[config.mk]
export PLATFORM = sky130hd
export DESIGN_NAME = i2c_bit_level_master_flat
export DESIGN_NICKNAME = d
export VERILOG_FILES = /design/src/hdl/i2cbm_pkg.sv /design/src/hdl/i2cbm_req_if.sv /design/src/hdl/i2cbm_res_if.sv /design/src/hdl/i2c_bit_level_master.sv /design/src/hdl/i2cbm_core.sv /design/src/flat_wrapper.sv
export SDC_FILE = /design/constraint.sdc
export NUM_CORES = 1
export LEC_CHECK = 0
export ABC_AREA = 0
export BUFFER_PORTS_ARGS = -buffer_cell sky130_fd_sc_hd__buf_2
export CAP_MARGIN = 40
export CORE_MARGIN = 8
export CORE_UTILIZATION = 35
export CTS_BUF_LIST = sky130_fd_sc_hd__clkbuf_16
export CTS_CLUSTER_DIAMETER = 200
export DETAILED_ROUTE_END_ITERATION = 10
export SYNTH_ARGS = -nofsm -noshare
export SYNTH_HDL_FRONTEND = slang
export SYNTH_SLANG_ARGS = --single-unit
export TNS_END_PERCENT = 30
[constraint.sdc]
create_clock -name clk -period 3.75 [get_ports clk]
set_input_delay 0.1875 -clock clk [delete_from_list [all_inputs] [get_ports clk]]
set_output_delay 0.1875 -clock clk [all_outputs]
set_load 0.01 [all_outputs]
[src/hdl/i2cbm_pkg.sv]
`default_nettype none

package i2cbm_pkg;

  localparam int TPU_W = 11;
  localparam int TMO_W = 8;
  localparam int CFG_IDX_W = 1;

  localparam logic [2:0] ACT_START = 3'd0;
  localparam logic [2:0] ACT_STOP  = 3'd1;
  localparam logic [2:0] ACT_WRITE = 3'd2;
  localparam logic [2:0] ACT_WACK  = 3'd3;
  localparam logic [2:0] ACT_READ  = 3'd4;

  localparam logic [CFG_IDX_W-1:0] CFG_TICKS_PER_US = 1'd0;
  localparam logic [CFG_IDX_W-1:0] CFG_ACK_TIMEOUT  = 1'd1;

  localparam logic [TPU_W-1:0] TPU_RESET = 11'd32;
  localparam logic [TMO_W-1:0] TMO_RESET = 8'd250;

  typedef struct packed {
    logic       cmd_valid;
    logic [2:0] action;
    logic [7:0] tx_byte;
    logic       send_ack;
    logic       sda_in;
  } req_item_t;

  typedef struct packed {
    logic       scl;
    logic       sda_out;
    logic       sda_oe;
    logic       busy_res;
    logic       done_res;
    logic [7:0] rx_byte;
    logic       ack_error;
  } res_item_t;

  typedef struct packed {
    logic [TPU_W-1:0] ticks_per_us;
    logic [TMO_W-1:0] ack_timeout;
  } cfg_t;

endpackage

`default_nettype wire

[src/hdl/i2cbm_req_if.sv]
`default_nettype none

interface i2cbm_req_if;
  logic       valid;
  logic       ready;
  logic       cmd_valid;
  logic [2:0] action;
  logic [7:0] tx_byte;
  logic       send_ack;
  logic       sda_in;

  modport source (output valid, cmd_valid, action, tx_byte, send_ack, sda_in, input ready);
  modport sink   (input valid, cmd_valid, action, tx_byte, send_ack, sda_in, output ready);
endinterface

`default_nettype wire

[src/hdl/i2cbm_res_if.sv]
`default_nettype none

interface i2cbm_res_if;
  logic       valid;
  logic       ready;
  logic       scl;
  logic       sda_out;
  logic       sda_oe;
  logic       busy_res;
  logic       done_res;
  logic [7:0] rx_byte;
  logic       ack_error;

  modport source (output valid, scl, sda_out, sda_oe, busy_res, done_res, rx_byte, ack_error,
                  input ready);
  modport sink   (input valid, scl, sda_out, sda_oe, busy_res, done_res, rx_byte, ack_error,
                  output ready);
endinterface

`default_nettype wire

[src/hdl/i2c_bit_level_master.sv]
// Bit-level I2C master sequencer.
// Each request on the req channel is one bus tick: it may carry a command
// (start, stop, write byte, wait for acknowledge, read byte then ACK/NACK)
// and always carries the sampled SDA level. Every request yields exactly one
// response on the res channel: the SCL/SDA pin controls, busy, done, the last
// received byte and the acknowledge error flag after that tick.
// A request is registered on acceptance and processed by the sequencer into
// the response register once the output is free (res not stalled). While res
// is not stalled, one request is accepted every cycle; the combinational
// sequencer step is the limiting path.
// cfg_we/cfg_index/cfg_data write ticks_per_us (index 0) and ack_timeout
// (index 1); write them only while no requests are in flight.
// Reset empties both registers, idles the sequencer with SCL and SDA driven
// high, and sets ticks_per_us to 32 and ack_timeout to 250.
// If res is stalled the response holds and one further request is buffered;
// req.ready then drops until the response is taken.
`default_nettype none

module i2c_bit_level_master
  import i2cbm_pkg::*;
#(
  parameter int DELAY_WIDTH = 16
) (
  input  wire logic                 clk,
  input  wire logic                 rst,
  i2cbm_req_if.sink                 req,
  i2cbm_res_if.source               res,
  input  wire logic                 cfg_we,
  input  wire logic [CFG_IDX_W-1:0] cfg_index,
  input  wire logic [TPU_W-1:0]     cfg_data
);

  cfg_t      cfg;
  logic      s1_valid;
  req_item_t s1_item;
  logic      res_valid;
  res_item_t res_item;
  res_item_t step_res;
  logic      out_free;
  logic      step;

  assign out_free  = !res_valid || res.ready;
  assign step      = s1_valid && out_free;
  assign req.ready = !s1_valid || out_free;

  i2cbm_core #(
    .DELAY_WIDTH(DELAY_WIDTH)
  ) u_core (
    .clk   (clk),
    .rst   (rst),
    .step  (step),
    .item  (s1_item),
    .cfg   (cfg),
    .result(step_res)
  );

  always_ff @(posedge clk) begin
    if (rst) begin
      cfg.ticks_per_us <= TPU_RESET;
      cfg.ack_timeout  <= TMO_RESET;
    end else if (cfg_we) begin
      case (cfg_index)
        CFG_TICKS_PER_US: cfg.ticks_per_us <= cfg_data;
        CFG_ACK_TIMEOUT:  cfg.ack_timeout  <= cfg_data[TMO_W-1:0];
        default: ;
      endcase
    end
  end

  always_ff @(posedge clk) begin
    if (rst) begin
      s1_valid <= 1'b0;
    end else if (req.ready) begin
      s1_valid <= req.valid;
    end
    if (req.ready && req.valid) begin
      s1_item.cmd_valid <= req.cmd_valid;
      s1_item.action    <= req.action;
      s1_item.tx_byte   <= req.tx_byte;
      s1_item.send_ack  <= req.send_ack;
      s1_item.sda_in    <= req.sda_in;
    end
  end

  always_ff @(posedge clk) begin
    if (rst) begin
      res_valid <= 1'b0;
    end else if (out_free) begin
      res_valid <= s1_valid;
    end
    if (step) begin
      res_item <= step_res;
    end
  end

  assign res.valid     = res_valid;
  assign res.scl       = res_item.scl;
  assign res.sda_out   = res_item.sda_out;
  assign res.sda_oe    = res_item.sda_oe;
  assign res.busy_res  = res_item.busy_res;
  assign res.done_res  = res_item.done_res;
  assign res.rx_byte   = res_item.rx_byte;
  assign res.ack_error = res_item.ack_error;

endmodule

`default_nettype wire

[src/hdl/i2cbm_core.sv]
`default_nettype none

module i2cbm_core
  import i2cbm_pkg::*;
#(
  parameter int DELAY_WIDTH = 16
) (
  input  wire logic      clk,
  input  wire logic      rst,
  input  wire logic      step,
  input  wire req_item_t item,
  input  wire cfg_t      cfg,
  output res_item_t      result
);

  localparam int TW = (DELAY_WIDTH + 1 > TPU_W) ? DELAY_WIDTH + 1 : TPU_W;

  typedef enum logic [4:0] {
    PH_IDLE, PH_ST1, PH_ST2, PH_ST3, PH_SP1, PH_SP2, PH_SP3, PH_WA1, PH_WA2, PH_POLL,
    PH_WR1, PH_WR2, PH_WR3, PH_RD1, PH_RD2, PH_AK1, PH_AK2
  } phase_t;

  phase_t                 phase, phase_next;
  logic [2:0]             current_action, current_action_next;
  logic [3:0]             bit_count, bit_count_next;
  logic [DELAY_WIDTH-1:0] delay_count, delay_count_next;
  logic [4:0]             us_count, us_count_next;
  logic [7:0]             shift_reg, shift_reg_next;
  logic [7:0]             ack_wait_count, ack_wait_count_next;
  logic                   ack_choice, ack_choice_next;
  logic                   scl_reg, scl_reg_next;
  logic                   sda_reg, sda_reg_next;
  logic                   sda_dir, sda_dir_next;
  logic [7:0]             rx_reg, rx_reg_next;
  logic                   err_flag, err_flag_next;
  logic                   done_now;

  logic [TW-1:0] tpu, cap, tick_next;
  logic          do_expire, do_enter;
  phase_t        enter_ph;

  always_comb begin
    cap = TW'(1) << DELAY_WIDTH;
    tpu = TW'(cfg.ticks_per_us);
    if (tpu == '0) tpu = TW'(1);
    if (tpu > cap) tpu = cap;
    tick_next = TW'(delay_count) + TW'(1);
  end

  always_comb begin
    phase_next          = phase;
    current_action_next = current_action;
    bit_count_next      = bit_count;
    delay_count_next    = delay_count;
    us_count_next       = us_count;
    shift_reg_next      = shift_reg;
    ack_wait_count_next = ack_wait_count;
    ack_choice_next     = ack_choice;
    scl_reg_next        = scl_reg;
    sda_reg_next        = sda_reg;
    sda_dir_next        = sda_dir;
    rx_reg_next         = rx_reg;
    err_flag_next       = err_flag;
    done_now            = 1'b0;
    do_expire           = 1'b0;
    do_enter            = 1'b0;
    enter_ph            = PH_IDLE;

    if (phase == PH_IDLE) begin
      if (item.cmd_valid) begin
        current_action_next = item.action;
        bit_count_next      = '0;
        case (item.action)
          ACT_START: begin
            do_enter = 1'b1;
            enter_ph = PH_ST1;
          end
          ACT_STOP: begin
            do_enter = 1'b1;
            enter_ph = PH_SP1;
          end
          ACT_WRITE: begin
            sda_dir_next   = 1'b1;
            scl_reg_next   = 1'b0;
            shift_reg_next = item.tx_byte;
            do_enter       = 1'b1;
            enter_ph       = PH_WR1;
          end
          ACT_WACK: begin
            do_enter = 1'b1;
            enter_ph = PH_WA1;
          end
          ACT_READ: begin
            sda_dir_next    = 1'b0;
            shift_reg_next  = '0;
            ack_choice_next = item.send_ack;
            do_enter        = 1'b1;
            enter_ph        = PH_RD1;
          end
          default: current_action_next = '0;
        endcase
      end
    end else if (phase == PH_POLL) begin
      if (!item.sda_in) begin
        scl_reg_next  = 1'b0;
        err_flag_next = 1'b0;
        phase_next    = PH_IDLE;
        done_now      = 1'b1;
      end else if (ack_wait_count >= cfg.ack_timeout) begin
        err_flag_next = 1'b1;
        do_enter      = 1'b1;
        enter_ph      = PH_SP1;
      end else begin
        ack_wait_count_next = ack_wait_count + 8'd1;
      end
    end else if (us_count == '0) begin
      do_expire = 1'b1;
    end else if (tick_next >= tpu) begin
      delay_count_next = '0;
      us_count_next    = us_count - 5'd1;
      if (us_count_next == '0) do_expire = 1'b1;
    end else begin
      delay_count_next = tick_next[DELAY_WIDTH-1:0];
    end

    if (do_expire) begin
      do_enter = 1'b1;
      case (phase)
        PH_ST1: enter_ph = PH_ST2;
        PH_ST2: enter_ph = PH_ST3;
        PH_SP1: enter_ph = PH_SP2;
        PH_SP2: enter_ph = PH_SP3;
        PH_WA1: enter_ph = PH_WA2;
        PH_WA2: enter_ph = PH_POLL;
        PH_WR1: enter_ph = PH_WR2;
        PH_WR2: enter_ph = PH_WR3;
        PH_WR3: begin
          bit_count_next = bit_count + 4'd1;
          if (bit_count_next >= 4'd8) begin
            do_enter   = 1'b0;
            phase_next = PH_IDLE;
            done_now   = 1'b1;
          end else begin
            enter_ph = PH_WR1;
          end
        end
        PH_RD1: enter_ph = PH_RD2;
        PH_RD2: begin
          bit_count_next = bit_count + 4'd1;
          enter_ph = (bit_count_next >= 4'd8) ? PH_AK1 : PH_RD1;
        end
        PH_AK1: enter_ph = PH_AK2;
        PH_AK2: begin
          do_enter     = 1'b0;
          scl_reg_next = 1'b0;
          rx_reg_next  = shift_reg;
          phase_next   = PH_IDLE;
          done_now     = 1'b1;
        end
        default: begin
          do_enter   = 1'b0;
          phase_next = PH_IDLE;
          done_now   = 1'b1;
        end
      endcase
    end

    if (do_enter) begin
      phase_next = enter_ph;
      case (enter_ph)
        PH_ST1: begin
          sda_dir_next = 1'b1;
          sda_reg_next = 1'b1;
          scl_reg_next = 1'b1;
          us_count_next = 5'd4;
          delay_count_next = '0;
        end
        PH_ST2: begin
          sda_reg_next = 1'b0;
          us_count_next = 5'd4;
          delay_count_next = '0;
        end
        PH_ST3: begin
          scl_reg_next = 1'b0;
          us_count_next = 5'd4;
          delay_count_next = '0;
        end
        PH_SP1: begin
          sda_dir_next = 1'b1;
          scl_reg_next = 1'b0;
          sda_reg_next = 1'b0;
          us_count_next = 5'd4;
          delay_count_next = '0;
        end
        PH_SP2: begin
          scl_reg_next = 1'b1;
          us_count_next = 5'd1;
          delay_count_next = '0;
        end
        PH_SP3: begin
          sda_reg_next = 1'b1;
          us_count_next = 5'd4;
          delay_count_next = '0;
        end
        PH_WA1: begin
          sda_dir_next = 1'b0;
          sda_reg_next = 1'b1;
          us_count_next = 5'd1;
          delay_count_next = '0;
        end
        PH_WA2: begin
          scl_reg_next = 1'b1;
          us_count_next = 5'd1;
          delay_count_next = '0;
        end
        PH_POLL: ack_wait_count_next = '0;
        PH_WR1: begin
          sda_reg_next   = shift_reg_next[7];
          shift_reg_next = {shift_reg_next[6:0], 1'b0};
          us_count_next = 5'd5;
          delay_count_next = '0;
        end
        PH_WR2: begin
          scl_reg_next = 1'b1;
          us_count_next = 5'd5;
          delay_count_next = '0;
        end
        PH_WR3, PH_RD1: begin
          scl_reg_next = 1'b0;
          us_count_next = 5'd5;
          delay_count_next = '0;
        end
        PH_RD2: begin
          scl_reg_next   = 1'b1;
          shift_reg_next = {shift_reg_next[6:0], item.sda_in};
          us_count_next = 5'd5;
          delay_count_next = '0;
        end
        PH_AK1: begin
          scl_reg_next = 1'b0;
          sda_dir_next = 1'b1;
          sda_reg_next = !ack_choice_next;
          us_count_next = ack_choice_next ? 5'd20 : 5'd5;
          delay_count_next = '0;
        end
        PH_AK2: begin
          scl_reg_next = 1'b1;
          us_count_next = ack_choice_next ? 5'd2 : 5'd5;
          delay_count_next = '0;
        end
        default: phase_next = PH_IDLE;
      endcase
    end
  end

  always_comb begin
    result.scl       = scl_reg_next;
    result.sda_out   = sda_reg_next;
    result.sda_oe    = sda_dir_next;
    result.busy_res  = (phase_next != PH_IDLE);
    result.done_res  = done_now;
    result.rx_byte   = rx_reg_next;
    result.ack_error = err_flag_next;
  end

  always_ff @(posedge clk) begin
    if (rst) begin
      phase          <= PH_IDLE;
      current_action <= '0;
      bit_count      <= '0;
      delay_count    <= '0;
      us_count       <= '0;
      shift_reg      <= '0;
      ack_wait_count <= '0;
      ack_choice     <= 1'b0;
      scl_reg        <= 1'b1;
      sda_reg        <= 1'b1;
      sda_dir        <= 1'b1;
      rx_reg         <= '0;
      err_flag       <= 1'b0;
    end else if (step) begin
      phase          <= phase_next;
      current_action <= current_action_next;
      bit_count      <= bit_count_next;
      delay_count    <= delay_count_next;
      us_count       <= us_count_next;
      shift_reg      <= shift_reg_next;
      ack_wait_count <= ack_wait_count_next;
      ack_choice     <= ack_choice_next;
      scl_reg        <= scl_reg_next;
      sda_reg        <= sda_reg_next;
      sda_dir        <= sda_dir_next;
      rx_reg         <= rx_reg_next;
      err_flag       <= err_flag_next;
    end
  end

endmodule

`default_nettype wire
[src/flat_wrapper.sv]
// flat-port wrapper written by rule: the top's interface ports become plain ports
module i2c_bit_level_master_flat import i2cbm_pkg::*;
#(
  parameter int DELAY_WIDTH = 16
)
  (clk, rst, cfg_we, cfg_index, cfg_data, req_valid, req_cmd_valid, req_action, req_tx_byte, req_send_ack, req_sda_in, req_ready, res_valid, res_scl, res_sda_out, res_sda_oe, res_busy_res, res_done_res, res_rx_byte, res_ack_error, res_ready);
  i2cbm_req_if req_i ();
  i2cbm_res_if res_i ();
  input  wire logic clk;
  input  wire logic rst;
  input  wire logic cfg_we;
  input  wire logic [CFG_IDX_W-1:0] cfg_index;
  input  wire logic [TPU_W-1:0] cfg_data;
  input wire logic [$bits(req_i.valid)-1:0] req_valid;
  input wire logic [$bits(req_i.cmd_valid)-1:0] req_cmd_valid;
  input wire logic [$bits(req_i.action)-1:0] req_action;
  input wire logic [$bits(req_i.tx_byte)-1:0] req_tx_byte;
  input wire logic [$bits(req_i.send_ack)-1:0] req_send_ack;
  input wire logic [$bits(req_i.sda_in)-1:0] req_sda_in;
  output wire logic [$bits(req_i.ready)-1:0] req_ready;
  output wire logic [$bits(res_i.valid)-1:0] res_valid;
  output wire logic [$bits(res_i.scl)-1:0] res_scl;
  output wire logic [$bits(res_i.sda_out)-1:0] res_sda_out;
  output wire logic [$bits(res_i.sda_oe)-1:0] res_sda_oe;
  output wire logic [$bits(res_i.busy_res)-1:0] res_busy_res;
  output wire logic [$bits(res_i.done_res)-1:0] res_done_res;
  output wire logic [$bits(res_i.rx_byte)-1:0] res_rx_byte;
  output wire logic [$bits(res_i.ack_error)-1:0] res_ack_error;
  input wire logic [$bits(res_i.ready)-1:0] res_ready;
  assign req_i.valid = req_valid;
  assign req_i.cmd_valid = req_cmd_valid;
  assign req_i.action = req_action;
  assign req_i.tx_byte = req_tx_byte;
  assign req_i.send_ack = req_send_ack;
  assign req_i.sda_in = req_sda_in;
  assign req_ready = req_i.ready;
  assign res_valid = res_i.valid;
  assign res_scl = res_i.scl;
  assign res_sda_out = res_i.sda_out;
  assign res_sda_oe = res_i.sda_oe;
  assign res_busy_res = res_i.busy_res;
  assign res_done_res = res_i.done_res;
  assign res_rx_byte = res_i.rx_byte;
  assign res_ack_error = res_i.ack_error;
  assign res_i.ready = res_ready;
  i2c_bit_level_master #(.DELAY_WIDTH(DELAY_WIDTH)) u_core (.clk(clk), .rst(rst), .req(req_i), .res(res_i), .cfg_we(cfg_we), .cfg_index(cfg_index), .cfg_data(cfg_data));
endmodule
==> metrics.md <==
| Metric | Value |
|---|---|
| Status | finished clean |
| Final Skew | roughly 0.0094 ns |
| Layout cell share with drive strength beyond 1 | 0.2053 |
| XOR/XNOR share of the synthesized area | 0.03361 |
| Net Switching | 0.0007305 W |
| Port-buffer cells | 46 |
| Class of the worst hold path | in2reg |
| Remaining global-route overflow | 0 |
| Placer congestion estimate | 0.8494 |
| Yosys warning count | 0 |
| Tmin final | approximately 3.7 ns |
| Layout net count | between 800 and 900 |
| Layout fillers | around 1600 |
| Num Clock Sinks | approximately 110 |
| Biggest regs | u_core.cfg x19, u_core.u_core.delay_count x16, u_core.s1_item x14 |
| Sequential Area | 2461 µm² |
| Via density | 5.210 |
| Max Clock Freq | about 270 MHz |
| Vias | 5080 |
| Sequential area share after synthesis | 0.4101 |
| WP data required | 3.86 ns |
| Worst setup EP type | flop |
| Largest net degree at the start of global routing | 35 |
| Rel. slew slack | 0.4215 |
| Leak Pwr | 2.909 nW |
| I/O pin count | 47 |
| H-tree Lvls | 3 |
| Register bit count reported by yosys | 108 |
| CTS Buffer Depth | 2 |
| Setup TNS | 0 ns |
| Adder-Cell Fraction of Synth Area | 0.05252 |
| Post-route ant nets | 0 |
| Largest Register | u_core.cfg |
| CTS Buf Count | 9 |
| Arrival time at the worst endpoint | roughly 3.8 ns |
| CP cell instances | nand4_4 -> buf_4 -> nor2_1 -> nand2_1 -> xnor2_1 -> ha_1 -> nand4_1 -> nor2_2 -> nand3_2 -> o211a_4 -> buf_4 -> a2111o_1 -> nand3_4 -> nor3_1 -> o21ai_1 -> nand3_1 -> mux2_1 |
| Layout area overhead | 20.25% |
| # diodes | 0 |
| Cells after synthesis | 676 |
| CP max FO | 8 |
| Asr flop ratio synth | 0 |
| Power Internal | 0.001946 W |
| Endpoints failing setup | 0 |
| Combinational power share | 0.154 |
| RSZ-0062 raised after global routing | yes |
| Clock Power Share | 0.371 |
| Global-route wire length before repair | 23370 µm |
| Die footprint | ~21000 µm² |
| Initial antenna violation count | 0 |
| WS Path Type | reg2reg |
| Total power draw | 0.002677 W |
| Max-Cap Viols | 0 |
| Syn Std Cell Area | 5956 µm² |
| Synth area leaders | dfxtp_1 (27%), edfxtp_1 (14%), ha_1 (5.3%) |
| Unique masters post-synth | 83 |
| Die W | 146.4 µm |
| Final hold slack | between 0.03 and 0.04 ns |
| GRT Util Overall | 0.1314 |
| Max VDD drop | 0.0003098 V |
| Dpl hpwl | 10100 µm |
| Vias in the first global route | between 4000 and 5000 |
| Critical path's most frequent cell | buf_4 |
| Post-synthesis simple-gate area fraction | 0.2468 |
| Average wire per cell in the routed design | 14.79 µm |
| Initial Util | 0.3591 |
| Cell Pwr Density | 373.8 nW/µm² |
| Net Count, Synth | ~730 |
| Syn avg cell area | 8.810 µm² |
| DR DRC count | 0 |
| CTS tree | done |
| Worst-Margin Slew | 0.8678 ns |
| Post-synthesis mux area share | 0.04286 |
| Largest register FFs | 19 |
| Core area | 16580 µm² |
| Sw Share | 0.2729 |
| Starting DRT DRC Count | 392 |
| Skew-Pair Late Insertion Delay | roughly 0.36 ns |
| Tcrit/Tclk final | 0.9748 |
| Drt pass-1 iters | 5 |
| Footprint of the multi-input gates | 3352 µm² |
| Sequential power share | 0.475 |
| Number of slew-limit violations in the final report | 0 |
| Worst setup SP type | flop |
| WL final | 14430 µm |
| Final hold violations | 0 |
| Rows | 47 |
| Clock slew at reported path FFs | 0.08 ns |
| CP max stage delay | 0.45 ns |
| Top_reg_cell synth | dfxtp_1 |
| Share of the synthesized area in the top cell type | 0.2689 |
| Slowest CP cell | a2111o_1 |
| Cell taking the most area after synthesis | dfxtp_1 |
| Clk root buf | clkbuf_16 |
| Chip height | ~150 µm |
| Largest family of logic cells by synthesized area | simple AND/OR/NAND/NOR gates |
| Post-synthesis compound-gate area fraction | 0.1702 |
| Post-synth EDFFs | 28 |
-- cell usage after synthesis (all sizes together) (15+ instances only) --
cell    number
nand2       77
edfxtp      28
inv         28
o21ai       18
nor2        75
and3        15
ha          25
nor3        27
nand3       41
dfxtp       80
a21oi       47
clkbuf      21
-- cell families (layout without fill, tap and decap cells) --
logic type | count (synthesis) | count (layout)
flip-flops | 108 | 108
AO/OA/AOI/OAI | 141 | 141
AND/OR/NAND/NOR | 292 | 293
adder cells (fa/ha/maj) | 25 | 25
buffers and inverters | 64 | 142
XOR/XNOR | 22 | 22
multiplexers | 24 | 24
-- cell usage in the layout, fill, tap and decap left out, types with 6 or more instances in the layout --
cell           instances
inv_1                 29
dlygate4sd3_1         14
nor4_1                 6
o211ai_1               7
dfxtp_1               73
nand3_1               36
and2_1                 7
xor2_1                10
a22o_1                 7
buf_2                 46
a22oi_1                8
clkbuf_16              9
edfxtp_1              28
mux2_2                10
nor2b_1                6
buf_4                 35
o21ai_0               16
nor3_1                24
nand2_1               75
ha_1                  24
nand4_1                6
nor2_1                70
mux2i_1               12
a21o_1                 7
a21oi_1               46
xnor2_1                9
and3_1                13
-- metrics by stage --
stage	setup slack (ns)	utilization	instance area, µm²	cells
finish	0.09432	0.4319	7162	975
global route	-0.04346	0.4319	7162	975
CTS	0.002556	0.4181	6933	961
detailed placement	0.03146	0.3911	6485	931
global placement	0.1042	0.3911	6485	931
floorplan	0.1655	-	5956	676
-- path summary, 6_finish.rpt --
path	startpoint	endpoint	slack, ns	cells after the start
worst min-delay path	req_valid	u_core.s1_valid	0.04	3
worst max-delay path	u_core.u_core.delay_count[7]	u_core.res.sda_out	0.09	17
worst min register to register	u_core.cfg[8]	u_core.cfg[8]	0.46	2
worst max register to register	u_core.u_core.delay_count[7]	u_core.res.sda_out	0.09	17
-- per-layer routing --
layer / part of all wire / vias to the layer above / wire length [µm] / track usage
li1: - / 2584 / - / -
met1: 0.49 / 2389 / 7060 / 0.1734
met2: 0.46 / 91 / 6573 / 0.2067
met3: 0.039 / 16 / 567 / 0.03152
met4: 0.016 / 0 / 224 / 0.04225
met5: 0 / - / 0 / 0
-- critical path: cells and delay by family (launching register included) --
family / cells / cell delay (ns)
flops: 1 / 0.38
fa+ha+maj: 1 / 0.31
simple gates: 9 / 1.03
xor+xnor: 1 / 0.15
mux: 1 / 0.32
buf+inv: 2 / 0.31
compound gates: 3 / 0.91
-- power by group through the flow --
stage               clock [W]  combinational, W  sequential [W]
floorplan                   0          0.000264         0.00130
global placement            0          0.000369         0.00130
detailed placement          0          0.000369         0.00130
CTS                   0.00102          0.000382         0.00127
global route          0.00107          0.000456         0.00128
finish               0.000993          0.000412         0.00127
-- cell type report --
type | count | area share
repair buffers | 96 | 0.09119
flip-flops and latches | 108 | 0.3436
clock inverters | 7 | 0.01153
clock buffers | 9 | 0.03145
inverters | 30 | 0.01572
well taps | 220 | 0.03843
multi-input cells | 505 | 0.4680
-- timing repair --
| item | 4_1_cts | 5_1_grt |
|---|---|---|
| hold buffers | 14 | 0 |
| resized for setup | 0 | 33 |
| setup endpoints to repair | 0 | 43 |
| endpoints found under the hold margin | 14 | 0 |
| setup buffers | 0 | 13 |
No activity file was read; power rests on OpenSTA's default activity.
